==> src/sv/assert_macros.svh <==
// Assertion helpers shared by the sequencer modules.
// Each macro samples on clk and is disabled while rst_n is low.
`ifndef ASSERT_MACROS_SVH
`define ASSERT_MACROS_SVH

`ifndef SYNTH

`define ASSERT_ALWAYS(lbl, expr) \
  lbl: assert property (@(posedge clk) disable iff (!rst_n) (expr)) \
    else $error("assertion failed");

`define ASSERT_NEXT(lbl, ante, cons) \
  lbl: assert property (@(posedge clk) disable iff (!rst_n) (ante) |=> (cons)) \
    else $error("assertion failed");

`else

`define ASSERT_ALWAYS(lbl, expr)

`define ASSERT_NEXT(lbl, ante, cons)

`endif

`endif

==> src/sv/fibs_pkg.sv <==
package fibs_pkg;

  localparam int CNT_W     = 4;
  localparam int CFG_W     = 5;
  localparam int BASE_W    = 10;
  localparam int IDX_W     = 11;
  localparam int CYC_W     = 32;
  localparam int MAX_COUNT = 16;
  localparam int CFG_IDX_W = 3;

  localparam logic KIND_TICK  = 1'b0;
  localparam logic KIND_START = 1'b1;

  typedef enum logic [CFG_IDX_W-1:0] {
    REG_FILTER_COLS       = 3'd0,
    REG_FILTER_ROWS       = 3'd1,
    REG_FILTERS_PER_SET   = 3'd2,
    REG_CHANNELS_PER_SET  = 3'd3,
    REG_CHANNEL_SET_COUNT = 3'd4,
    REG_FILTER_SET_COUNT  = 3'd5
  } cfg_reg_t;

  typedef struct packed {
    logic              kind;
    logic [BASE_W-1:0] filter_base;
    logic [BASE_W-1:0] channel_base;
  } in_item_t;

  typedef struct packed {
    logic [CYC_W-1:0] cycle_number;
    logic [IDX_W-1:0] filter_num;
    logic [IDX_W-1:0] channel_num;
    logic [CNT_W-1:0] row_num;
    logic [CNT_W-1:0] col_num;
    logic             pass_last;
  } out_item_t;

  typedef struct packed {
    logic [CFG_W-1:0] filter_cols;
    logic [CFG_W-1:0] filter_rows;
    logic [CFG_W-1:0] filters_per_set;
    logic [CFG_W-1:0] channels_per_set;
    logic [CFG_W-1:0] channel_set_count;
    logic [CFG_W-1:0] filter_set_count;
  } cfg_t;

  localparam cfg_t CFG_RESET = '{
    filter_cols:       5'd3,
    filter_rows:       5'd3,
    filters_per_set:   5'd1,
    channels_per_set:  5'd1,
    channel_set_count: 5'd1,
    filter_set_count:  5'd1
  };

  // One emitted position, queued between the sequencer and the index stage.
  typedef struct packed {
    logic [CYC_W-1:0]  cycle;
    logic [BASE_W-1:0] base_filter;
    logic [BASE_W-1:0] base_channel;
    logic [CNT_W-1:0]  filter_pos;
    logic [CNT_W-1:0]  channel_pos;
    logic [CNT_W-1:0]  col_pos;
    logic [CNT_W-1:0]  row_pos;
    logic [CNT_W-1:0]  channel_set_pos;
    logic [CNT_W-1:0]  filter_set_pos;
    logic              last;
  } seq_entry_t;

  // Clamp a count register into 1..MAX_COUNT.
  function automatic logic [CFG_W-1:0] lim(input logic [CFG_W-1:0] v);
    logic [CFG_W-1:0] r;
    r = v;
    if (v == '0) r = CFG_W'(1);
    else if (v > CFG_W'(MAX_COUNT)) r = CFG_W'(MAX_COUNT);
    return r;
  endfunction

  // Last counter value for a count register: lim(v) - 1.
  function automatic logic [CNT_W-1:0] last_pos(input logic [CFG_W-1:0] v);
    logic [CFG_W-1:0] d;
    d = lim(v) - CFG_W'(1);
    return d[CNT_W-1:0];
  endfunction

endpackage

==> src/sv/fibs_front.sv <==
module fibs_front
  import fibs_pkg::*;
#(
  parameter int BURST_LEN = 4
) (
  input  logic       clk,
  input  logic       rst_n,
  input  cfg_t       cfg,
  input  logic       in_valid,
  output logic       in_ready,
  input  in_item_t   in_data,
  input  logic       q_full,
  output logic       push_valid,
  output seq_entry_t push_data
);

  localparam int SW = (BURST_LEN > 1) ? $clog2(BURST_LEN) : 1;

  logic              busy_r, busy_nxt;
  logic [BASE_W-1:0] base_f_r, base_f_nxt, base_c_r, base_c_nxt;
  logic [CNT_W-1:0]  gfp_r, gfp_nxt, gcp_r, gcp_nxt, gsp_r, gsp_nxt;
  logic [CNT_W-1:0]  fp_r, fp_nxt, cp_r, cp_nxt, sp_r, sp_nxt;
  logic [CNT_W-1:0]  row_r, row_nxt, cset_r, cset_nxt, fset_r, fset_nxt;
  logic [SW-1:0]     step_r, step_nxt;
  logic [CYC_W-1:0]  cycle_r, cycle_nxt;

  logic [CNT_W-1:0]  lf, lc, ls, lrow, lcset, lfset;
  logic [CNT_W-1:0]  adv_fp, adv_cp, adv_sp;
  logic              accept, tick, burst_end, group_end, last;

  assign lf    = last_pos(cfg.filters_per_set);
  assign lc    = last_pos(cfg.channels_per_set);
  assign ls    = last_pos(cfg.filter_cols);
  assign lrow  = last_pos(cfg.filter_rows);
  assign lcset = last_pos(cfg.channel_set_count);
  assign lfset = last_pos(cfg.filter_set_count);

  assign in_ready  = !q_full;
  assign accept    = in_valid && in_ready;
  assign tick      = accept && (in_data.kind == KIND_TICK) && busy_r;
  assign burst_end = (step_r == SW'(BURST_LEN - 1));

  // Nested advance within the burst; saturate on the final combination.
  always_comb begin
    adv_fp = fp_r;
    adv_cp = cp_r;
    adv_sp = sp_r;
    if (fp_r < lf) begin
      adv_fp = fp_r + CNT_W'(1);
    end else begin
      adv_fp = '0;
      if (cp_r < lc) begin
        adv_cp = cp_r + CNT_W'(1);
      end else begin
        adv_cp = '0;
        if (sp_r < ls) begin
          adv_sp = sp_r + CNT_W'(1);
        end else begin
          adv_fp = lf;
          adv_cp = lc;
          adv_sp = ls;
        end
      end
    end
  end

  always_comb begin
    busy_nxt  = busy_r;
    base_f_nxt = base_f_r;
    base_c_nxt = base_c_r;
    gfp_nxt   = gfp_r;
    gcp_nxt   = gcp_r;
    gsp_nxt   = gsp_r;
    fp_nxt    = fp_r;
    cp_nxt    = cp_r;
    sp_nxt    = sp_r;
    row_nxt   = row_r;
    cset_nxt  = cset_r;
    fset_nxt  = fset_r;
    step_nxt  = step_r;
    cycle_nxt = cycle_r;
    group_end = 1'b0;
    last      = 1'b0;
    if (accept && (in_data.kind == KIND_START) && !busy_r) begin
      base_f_nxt = in_data.filter_base;
      base_c_nxt = in_data.channel_base;
      gfp_nxt    = '0;
      gcp_nxt    = '0;
      gsp_nxt    = '0;
      fp_nxt     = '0;
      cp_nxt     = '0;
      sp_nxt     = '0;
      row_nxt    = '0;
      cset_nxt   = '0;
      fset_nxt   = '0;
      step_nxt   = '0;
      busy_nxt   = !((lf == '0) && (lc == '0) && (ls == '0));
    end else if (tick) begin
      if (cycle_r != '1) cycle_nxt = cycle_r + CYC_W'(1);
      if (burst_end) begin
        step_nxt = '0;
        if (fset_r < lfset) begin
          fset_nxt = fset_r + CNT_W'(1);
        end else begin
          fset_nxt = '0;
          if (cset_r < lcset) begin
            cset_nxt = cset_r + CNT_W'(1);
          end else begin
            cset_nxt = '0;
            if (row_r < lrow) begin
              row_nxt = row_r + CNT_W'(1);
            end else begin
              row_nxt   = '0;
              group_end = 1'b1;
            end
          end
        end
        if (group_end) begin
          gfp_nxt = adv_fp;
          gcp_nxt = adv_cp;
          gsp_nxt = adv_sp;
          if ((adv_fp >= lf) && (adv_cp >= lc) && (adv_sp >= ls)) begin
            busy_nxt = 1'b0;
            last     = 1'b1;
          end
        end
        // replay the burst from the group start
        fp_nxt = gfp_nxt;
        cp_nxt = gcp_nxt;
        sp_nxt = gsp_nxt;
      end else begin
        step_nxt = step_r + SW'(1);
        fp_nxt   = adv_fp;
        cp_nxt   = adv_cp;
        sp_nxt   = adv_sp;
      end
    end
  end

  always_comb begin
    push_valid                = tick;
    push_data.cycle           = cycle_r;
    push_data.base_filter     = base_f_r;
    push_data.base_channel    = base_c_r;
    push_data.filter_pos      = fp_r;
    push_data.channel_pos     = cp_r;
    push_data.col_pos         = sp_r;
    push_data.row_pos         = row_r;
    push_data.channel_set_pos = cset_r;
    push_data.filter_set_pos  = fset_r;
    push_data.last            = last;
  end

  always_ff @(posedge clk) begin
    if (!rst_n) begin
      busy_r   <= 1'b0;
      base_f_r <= '0;
      base_c_r <= '0;
      gfp_r    <= '0;
      gcp_r    <= '0;
      gsp_r    <= '0;
      fp_r     <= '0;
      cp_r     <= '0;
      sp_r     <= '0;
      row_r    <= '0;
      cset_r   <= '0;
      fset_r   <= '0;
      step_r   <= '0;
      cycle_r  <= CYC_W'(1);
    end else begin
      busy_r   <= busy_nxt;
      base_f_r <= base_f_nxt;
      base_c_r <= base_c_nxt;
      gfp_r    <= gfp_nxt;
      gcp_r    <= gcp_nxt;
      gsp_r    <= gsp_nxt;
      fp_r     <= fp_nxt;
      cp_r     <= cp_nxt;
      sp_r     <= sp_nxt;
      row_r    <= row_nxt;
      cset_r   <= cset_nxt;
      fset_r   <= fset_nxt;
      step_r   <= step_nxt;
      cycle_r  <= cycle_nxt;
    end
  end

`include "assert_macros.svh"

  `ASSERT_NEXT(a_last_ends_pass, push_valid && push_data.last, !busy_r)
  `ASSERT_NEXT(a_cycle_advances, tick && (cycle_r != '1), cycle_r == $past(cycle_r) + CYC_W'(1))
  `ASSERT_ALWAYS(a_push_has_room, !(push_valid && q_full))

endmodule

==> src/sv/fibs_queue.sv <==
module fibs_queue
  import fibs_pkg::*;
(
  input  logic       clk,
  input  logic       rst_n,
  input  logic       push,
  input  seq_entry_t push_data,
  output logic       full,
  output logic       head_valid,
  output seq_entry_t head_data,
  input  logic       pop
);

  seq_entry_t entry_r [2];
  logic [1:0] count_r, count_nxt;
  logic       wr_ptr_r, rd_ptr_r;

  assign full       = (count_r == 2'd2);
  assign head_valid = (count_r != 2'd0);
  assign head_data  = entry_r[rd_ptr_r];

  always_comb begin
    count_nxt = count_r;
    if (push && !pop) count_nxt = count_r + 2'd1;
    else if (pop && !push) count_nxt = count_r - 2'd1;
  end

  always_ff @(posedge clk) begin
    if (!rst_n) begin
      count_r  <= '0;
      wr_ptr_r <= 1'b0;
      rd_ptr_r <= 1'b0;
    end else begin
      count_r <= count_nxt;
      if (push) wr_ptr_r <= !wr_ptr_r;
      if (pop) rd_ptr_r <= !rd_ptr_r;
    end
  end

  always_ff @(posedge clk) begin
    if (push) entry_r[wr_ptr_r] <= push_data;
  end

`include "assert_macros.svh"

  `ASSERT_ALWAYS(a_no_overflow, !(push && (count_r == 2'd2)))
  `ASSERT_ALWAYS(a_no_underflow, !(pop && (count_r == 2'd0)))
  `ASSERT_ALWAYS(a_count_bound, count_r != 2'd3)

endmodule

==> src/sv/fibs_back.sv <==
module fibs_back
  import fibs_pkg::*;
(
  input  logic       clk,
  input  logic       rst_n,
  input  cfg_t       cfg,
  input  logic       head_valid,
  input  seq_entry_t head_data,
  output logic       pop,
  output logic       out_valid,
  input  logic       out_ready,
  output out_item_t  out_data
);

  logic       out_valid_r;
  out_item_t  out_data_r, out_data_nxt;
  logic [8:0] f_off, c_off;

  assign pop = head_valid && (!out_valid_r || out_ready);

  always_comb begin
    f_off = 9'(head_data.filter_set_pos) * 9'(lim(cfg.filters_per_set));
    c_off = 9'(head_data.channel_set_pos) * 9'(lim(cfg.channels_per_set));
    out_data_nxt.cycle_number = head_data.cycle;
    out_data_nxt.filter_num   = IDX_W'(head_data.base_filter)
                              + IDX_W'(head_data.filter_pos) + IDX_W'(f_off);
    out_data_nxt.channel_num  = IDX_W'(head_data.base_channel)
                              + IDX_W'(head_data.channel_pos) + IDX_W'(c_off);
    out_data_nxt.row_num      = head_data.row_pos;
    out_data_nxt.col_num      = head_data.col_pos;
    out_data_nxt.pass_last    = head_data.last;
  end

  always_ff @(posedge clk) begin
    if (!rst_n) begin
      out_valid_r <= 1'b0;
    end else if (pop) begin
      out_valid_r <= 1'b1;
    end else if (out_ready) begin
      out_valid_r <= 1'b0;
    end
  end

  always_ff @(posedge clk) begin
    if (pop) out_data_r <= out_data_nxt;
  end

  assign out_valid = out_valid_r;
  assign out_data  = out_data_r;

endmodule

==> src/sv/filter_index_burst_sequencer_top.sv <==
// Filter-weight index sequencer. A start beat (kind = 1) latches the filter
// and channel bases and opens a pass; every tick beat (kind = 0) during a pass
// yields one (filter, channel, row, column) tuple with a saturating cycle
// number, and pass_last marks the final tuple. Starts while a pass runs, and
// ticks while idle, are dropped without a result. One beat is taken per clock
// while in_ready is high: the sequencer front updates all of its counters at
// once, pushes the tuple positions into a two-entry queue, and the back stage
// forms the indices (one small multiply and add each) into the output register.
// A tick result goes through the queue, then the output register. in_ready
// drops only while both queue entries are held by a stalled output side.
// Write the count registers over cfg_* only while no pass runs and all
// results are delivered; zero or oversize counts act as clamped to 1..16.
module filter_index_burst_sequencer_top
  import fibs_pkg::*;
#(
  parameter int BURST_LEN = 4
) (
  input  logic                 clk,
  input  logic                 rst_n,
  input  logic                 in_valid,
  output logic                 in_ready,
  input  in_item_t             in_data,
  output logic                 out_valid,
  input  logic                 out_ready,
  output out_item_t            out_data,
  input  logic                 cfg_we,
  input  logic [CFG_IDX_W-1:0] cfg_index,
  input  logic [CFG_W-1:0]     cfg_wdata
);

  cfg_t       cfg_r, cfg_nxt;
  logic       q_full, push_valid, head_valid, pop;
  seq_entry_t push_data, head_data;

  // Register file: one 5-bit count per index, writes outside the list drop.
  always_comb begin
    cfg_nxt = cfg_r;
    if (cfg_we) begin
      case (cfg_reg_t'(cfg_index))
        REG_FILTER_COLS:       cfg_nxt.filter_cols       = cfg_wdata;
        REG_FILTER_ROWS:       cfg_nxt.filter_rows       = cfg_wdata;
        REG_FILTERS_PER_SET:   cfg_nxt.filters_per_set   = cfg_wdata;
        REG_CHANNELS_PER_SET:  cfg_nxt.channels_per_set  = cfg_wdata;
        REG_CHANNEL_SET_COUNT: cfg_nxt.channel_set_count = cfg_wdata;
        REG_FILTER_SET_COUNT:  cfg_nxt.filter_set_count  = cfg_wdata;
        default:               cfg_nxt = cfg_r;
      endcase
    end
  end

  always_ff @(posedge clk) begin
    if (!rst_n) begin
      cfg_r <= CFG_RESET;
    end else begin
      cfg_r <= cfg_nxt;
    end
  end

  // Front: classify beats, run the burst/group counters.
  fibs_front #(
    .BURST_LEN (BURST_LEN)
  ) u_front (
    .clk        (clk),
    .rst_n      (rst_n),
    .cfg        (cfg_r),
    .in_valid   (in_valid),
    .in_ready   (in_ready),
    .in_data    (in_data),
    .q_full     (q_full),
    .push_valid (push_valid),
    .push_data  (push_data)
  );

  // Decouple the front from output back-pressure.
  fibs_queue u_queue (
    .clk        (clk),
    .rst_n      (rst_n),
    .push       (push_valid),
    .push_data  (push_data),
    .full       (q_full),
    .head_valid (head_valid),
    .head_data  (head_data),
    .pop        (pop)
  );

  // Back: form filter/channel indices and hold the result beat.
  fibs_back u_back (
    .clk        (clk),
    .rst_n      (rst_n),
    .cfg        (cfg_r),
    .head_valid (head_valid),
    .head_data  (head_data),
    .pop        (pop),
    .out_valid  (out_valid),
    .out_ready  (out_ready),
    .out_data   (out_data)
  );

endmodule

==> config.mk <==
export PLATFORM = sky130hd
export DESIGN_NAME = filter_index_burst_sequencer_top
export DESIGN_NICKNAME = d
export VERILOG_FILES = /design/src/sv/fibs_pkg.sv /design/src/sv/fibs_front.sv /design/src/sv/fibs_queue.sv /design/src/sv/fibs_back.sv /design/src/sv/filter_index_burst_sequencer_top.sv
export VERILOG_INCLUDE_DIRS = /design/src /design/src/sv
export SDC_FILE = /design/constraint.sdc
export NUM_CORES = 1
export LEC_CHECK = 0
export BUFFER_PORTS_ARGS = -buffer_cell sky130_fd_sc_hd__buf_2
export CORE_MARGIN = 3
export CORE_UTILIZATION = 42
export CTS_BUF_LIST = sky130_fd_sc_hd__clkbuf_8
export DETAILED_ROUTE_END_ITERATION = 8
export SLEW_MARGIN = 20
export SYNTH_ARGS = -nofsm -noshare
export SYNTH_HDL_FRONTEND = slang
export SYNTH_SLANG_ARGS = --single-unit
==> constraint.sdc <==
create_clock -name clk -period 5.9 [get_ports clk]
set_input_delay 0 -clock clk [delete_from_list [all_inputs] [get_ports clk]]
set_output_delay 0 -clock clk [all_outputs]
set_load 0.01 [all_outputs]
== Yosys cells after proc, flatten, opt, wreduce, memory -nomap -nowiden ==
Memories as Yosys holds them, arrays and structs flattened. A register that Yosys moved wholly into a read port is not among the register bits.
Cells that the tools add are included.

* Register bits: 189
* Bits in writable memories: 154
* Output and inout bits: 65
* Memories kept: 1

* Add/subtract/negate cells: 20
* Multiply operators: 2
* Order comparisons: 15
* Eq/ne operators: 8
* Muxes and demuxes: 55
* Bitwise operators: 5
* Reductions and logical operators: 50

{| class="wikitable"
|+ Memory list
! name !! words !! bits a word !! read ports !! clocked after memory_dff !! write ports !! line !! RTL
|-
| u_queue.entry_r || 2 || 77 || 1 || 1 || 1 || fibs_queue.sv:14 || <nowiki>seq_entry_t entry_r [2];</nowiki>
|}

{| class="wikitable"
|+ Operators by type and width
! operator !! count
|-
| two-way mux 4 bit || 26
|-
| adder 32 x 1 -> 32 bit (second input constant) || 1
|-
| != test 32 bit (second input constant) || 1
|-
| > comparator 5 bit (second input constant) || 6
|-
| logical NOT 5 bit || 6
|-
| adder 4 x 1 -> 4 bit (second input constant) || 6
|-
| less-than comparator 4 bit || 6
|-
| subtractor 4 x 1 -> 4 bit (second input constant) || 6
|-
| adder 10 x 4 -> 11 bit || 2
|-
| adder 11 x 9 -> 11 bit || 2
|-
| two-way mux 1 bit || 22
|-
| two-way mux 5 bit || 4
|-
| multiplier 4 x 5 -> 9 bit || 2
|-
| AND reduction 2 bit || 7
|-
| nonzero test 2 bit || 7
|-
| >= comparator 4 bit || 3
|-
| logical AND 1 bit || 12
|-
| logical NOT 4 bit || 3
|-
| logical NOT 1 bit || 8
|-
| AND reduction 4 bit || 2
|-
| equality test 3 x 2 -> 1 bit (second input constant) || 2
|-
| equality test 3 bit (second input constant) || 2
|-
| two-way mux 2 bit || 3
|-
| AND reduction 3 bit || 2
|-
| other kinds (8) || 14
|}

== Logic depth before layout (Yosys ltp) ==
* Word-level depth: 16
* Gate-level depth with buffers: 21
* Depth with buffers taken out: 19

== Modules after synthesis ==
From an unflattened synthesis, not the netlist that was laid out.

* Cell total of the unflattened synthesis: 1,352
* Area, all modules: 16,613.4 µm²

{| class="wikitable"
|+ By module, submodules not included
! module !! instances !! cells each !! area an instance (µm²)
|-
| fibs_queue || 1 || 262 || 5,910.7
|-
| fibs_front || 1 || 657 || 5,506.5
|-
| fibs_back || 1 || 323 || 4,007.6
|-
| filter_index_burst_sequencer_top || 1 || 110 || 1,188.6
|}

== Least setup slack after synthesis ==
OpenSTA, ideal clock, no wires.

* Kind: register -> register
* Start point: reg with a tool-made name
* End point: reg u_back.out_data_r, in the netlist u_back.out_data[29] (data pin)
* Setup time: 265 ps
* Arrival time: 4,459 ps
* Data required time: 5,635 ps
* Path slack: 1,176 ps
* Cell stages (with the launch flop): 17
* Period minus slack after synthesis: 4,724 ps
* Cell sequence: dfxtp_1 > clkbuf_1 > buf_1 > buf_1 > mux2_2 > fa_1 > inv_1 > fa_1 > fa_1 > inv_1 > ha_1 > a21o_1 > a21oi_1 > o21ai_0 > a21oi_1 > o21ai_0 > xor2_1

{| class="wikitable"
|+ RTL lines
! item !! line !! RTL
|-
| end signal: assignment || fibs_back.sv:45 || <nowiki>if (pop) out_data_r <= out_data_nxt;</nowiki>
|-
| end: declaration || fibs_back.sv:16 || <nowiki>out_item_t out_data_r, out_data_nxt;</nowiki>
|}

==> impl_metrics.json <==
{
  "status": "finished clean",
  "met3_length_mm": 1.278,
  "vias": 10111,
  "grt_pass1_wl_mm": 53.67,
  "std_cell_rows": 70,
  "hold_viol_final": 0,
  "vdd_drop_max_mv": 0.2185,
  "synth_edf_count": 217,
  "synth_ff_type": "edfxtp_1",
  "htreeDepth": 2,
  "endpoint_kind": "register",
  "yosys.area.top_type": "edfxtp_1",
  "area_growth_pct": 17.31,
  "met1_length_mm": 15.65,
  "powerDensity_nw_per_um2": 352.0,
  "die-area_um2": 40550,
  "layout-drive-gt1-share": 0.2004,
  "rsz0062_at_grt": "false",
  "final_nets": 1612,
  "grt_pass1_vias": 10331,
  "crit_type": "reg -> reg",
  "grt_max_degree": 84,
  "finalWorstSetupSlack_ns": 1.240,
  "initial_core_util": 0.4317,
  "synth_area_um2": 16030,
  "synth_seq_cells": 344,
  "cts_resized": 0,
  "cp.required_ns": 6.30,
  "hold_path.class": "in -> reg",
  "grt_antenna_before_repair": 0,
  "final_cell_mix": "edfxtp_1 (217), dfxtp_1 (126), nand2_1 (99), buf_2 (98), ha_1 (80)",
  "cts_root_buffer": "clkbuf_8",
  "route.detailed.drc": 0,
  "hold_depth": 4,
  "yosys-top-cells-area": "edfxtp_1 (41%), dfxtp_1 (16%), ha_1 (6.2%), mux2_2 (4.6%), fa_1 (4.2%)",
  "worst_pin_slew_ns": 0.9835,
  "synth.net_count": 1439,
  "post_cts.repair.setup_buffers": 0,
  "first_pass_iters": 5,
  "path_clk_slew_ns": 0.06,
  "synth_cell_types": 76,
  "r2r_cells": 18,
  "gp_congestion": 0.8701,
  "grt.overflow.total": 0,
  "die_w_um": 201.4,
  "maxCapViolations": 0,
  "critical_path.startpoint_type": "register",
  "grtUsageTotal": 0.1637,
  "place_ws_ns": 1.252,
  "setup_viol": 0,
  "cts_tree": "done",
  "cts_num_sinks": 344,
  "worst_clock_skew_ns": 0.04840,
  "synth_seq_area_share": 0.5651,
  "synthesis.instances": 1291,
  "postSynthAreaPerCell_um2": 12.42,
  "tns_ns": 0,
  "timing.final.crit_share": 0.7898,
  "dp_hpwl_mm": 21.95,
  "wl_per_cell_um": 16.42,
  "worstPathArrival_ns": 5.06,
  "worst-path-max-fanout": 7,
  "max_freq_ghz": 0.2146,
  "cts_buffers": 56,
  "power_leakage_nw": 7.366,
  "postRouteWirelength_mm": 33.10,
  "highest_layer": "met4",
  "met2_length_mm": 15.43,
  "hold_buffers": 42,
  "postSynth.asyncResetShare": 0,
  "core_um2": 37140,
  "io_buffers": 98,
  "io_pins": 99,
  "slew_headroom": 0.3414,
  "clockBufferDepth": 3,
  "die_h_um": 201.4,
  "clk_latency_ns": 0.66,
  "layout_commonest_cell": "edfxtp_1",
  "routed_via_density": 5.015,
  "drtIter0Drc": 504,
  "yosys_warnings": 0,
  "fin_crit_ns": 4.660,
  "synth_top_area_frac": 0.4065,
  "ant_nets": 0,
  "slew_violations": 0,
  "diodes": 0
}
==> per-layer routing <==
layer | vias to the layer above | track usage
met4 | 0 | 0.05083
met1 | 4880 | 0.2191
met5 | - | 0
li1 | 4993 | -
met3 | 62 | 0.03187
met2 | 176 | 0.2708
==> area by class of cell <==
| class | instances | area [µm²] |
|---|---|---|
| Fill cell | 3301 | 18330 |
| Sequential cell | 344 | 9062 |
| Multi-Input combinational cell | 842 | 6586 |
| Timing Repair Buffer | 154 | 1020 |
| Clock buffer | 71 | 977.2 |
| Tap cell | 504 | 630.6 |
| Clock inverter | 35 | 282.8 |
| Inverter | 66 | 247.7 |
==> worst paths after layout <==
path	start	endpoint	slack [ns]
setup / recovery	cfg_r[26]	u_queue.entry_r[1][0]	1.24
hold / removal	in_data[3]	u_front.base_c_r[3]	0.18
setup reg to reg	cfg_r[26]	u_queue.entry_r[1][0]	1.24
hold reg to reg	u_front.gcp_r[3]	u_front.cp_r[3]	0.45
==> sequential cells by signal, indices dropped and copies added (netlist names), named ones only <==
| signal | count |
|---|---|
| u_front.fp_r | 4 |
| u_back.out_valid | 1 |
| u_front.gfp_r | 4 |
| u_queue.count_r | 2 |
| cfg_r | 30 |
| u_front.sp_r | 4 |
| u_front.busy_r | 1 |
| u_front.cp_r | 4 |
| u_queue.rd_ptr_r | 1 |
| u_front.gsp_r | 4 |
| u_front.base_c_r | 10 |
| u_queue.entry_r | 154 |
| u_queue.wr_ptr_r | 1 |
| u_front.gcp_r | 4 |
| u_back.out_data | 63 |
| u_front.cycle_r | 32 |
| u_front.cset_r | 4 |
| u_front.base_f_r | 10 |
| u_front.fset_r | 4 |
| u_front.step_r | 2 |
| u_front.row_r | 4 |
==> critical path: stages, from the launching register on <==
cell and delay (ns):
dfxtp_1 0.33, or4_1 0.55, and2_1 0.20, ha_1 0.20, xnor2_1 0.32, ha_1 0.33, nand2_1 0.09, a221oi_2 0.05
nor3_1 0.54, nor2_2 0.18, and3_1 0.22, a211oi_2 0.23, ha_1 0.28, nand2b_1 0.14, a21o_1 0.17, a21oi_1 0.19
nand3_1 0.10, a21oi_1 0.22, nor2_1 0.08
==> cells in the mapped netlist, types with 3 or more instances <==
cell type / number
ha_1: 80
xnor2_1: 29
nor2b_1: 39
inv_1: 66
a211oi_2: 3
o21ai_0: 47
nor2_1: 79
fa_1: 34
and3_1: 9
a2111oi_0: 3
a2bb2oi_1: 3
nand2b_1: 18
o22ai_1: 3
a21o_1: 11
a311oi_1: 4
nor3b_1: 4
edfxtp_1: 217
mux2_2: 66
and2_1: 31
dfxtp_1: 127
a211oi_1: 7
a31oi_1: 4
clkbuf_1: 25
nand2_1: 99
o21a_1: 4
a21boi_0: 21
or3_1: 10
nand3_1: 30
o21bai_1: 3
nor3_1: 21
or4_1: 3
nand4b_1: 4
xor2_1: 20
nand4_1: 6
buf_1: 7
buf_2: 6
nor4_1: 3
a21oi_1: 40
mux2i_1: 47
a22oi_1: 14
==> through the flow <==
step / power (mW) / utilization / hold slack (ns) / instances / area [µm²]
2_1_floorplan: 3.936 / - / 0.1251 / 1291 / 16030
3_3_place_gp: 4.405 / 0.4609 / 0.2557 / 1867 / 17120
3_5_place_dp: 4.431 / 0.4612 / 0.2614 / 1868 / 17130
4_1_cts: 6.732 / 0.5064 / 0.1346 / 2016 / 18810
5_1_grt: 6.995 / 0.5064 / 0.1741 / 2016 / 18810
6_report: 6.621 / 0.5064 / 0.1811 / 2016 / 18810
==> logic make-up (layout without fill, tap and decap cells) <==
group | after synthesis | in the layout | synth area share
compound gates | 184 | 184 | 0.07680
xor+xnor | 49 | 49 | 0.02677
fa+ha+maj | 114 | 114 | 0.1049
buf+inv | 105 | 326 | 0.02552
flops | 344 | 344 | 0.5651
mux | 113 | 113 | 0.07570
simple gates | 382 | 382 | 0.1253
==> power breakdown <==
part           internal, mW  switching (mW)
Combinational         0.573           0.784
Sequential             2.91           0.112
Clock                  1.27           0.971
No activity file was read; power rests on OpenSTA's default activity.
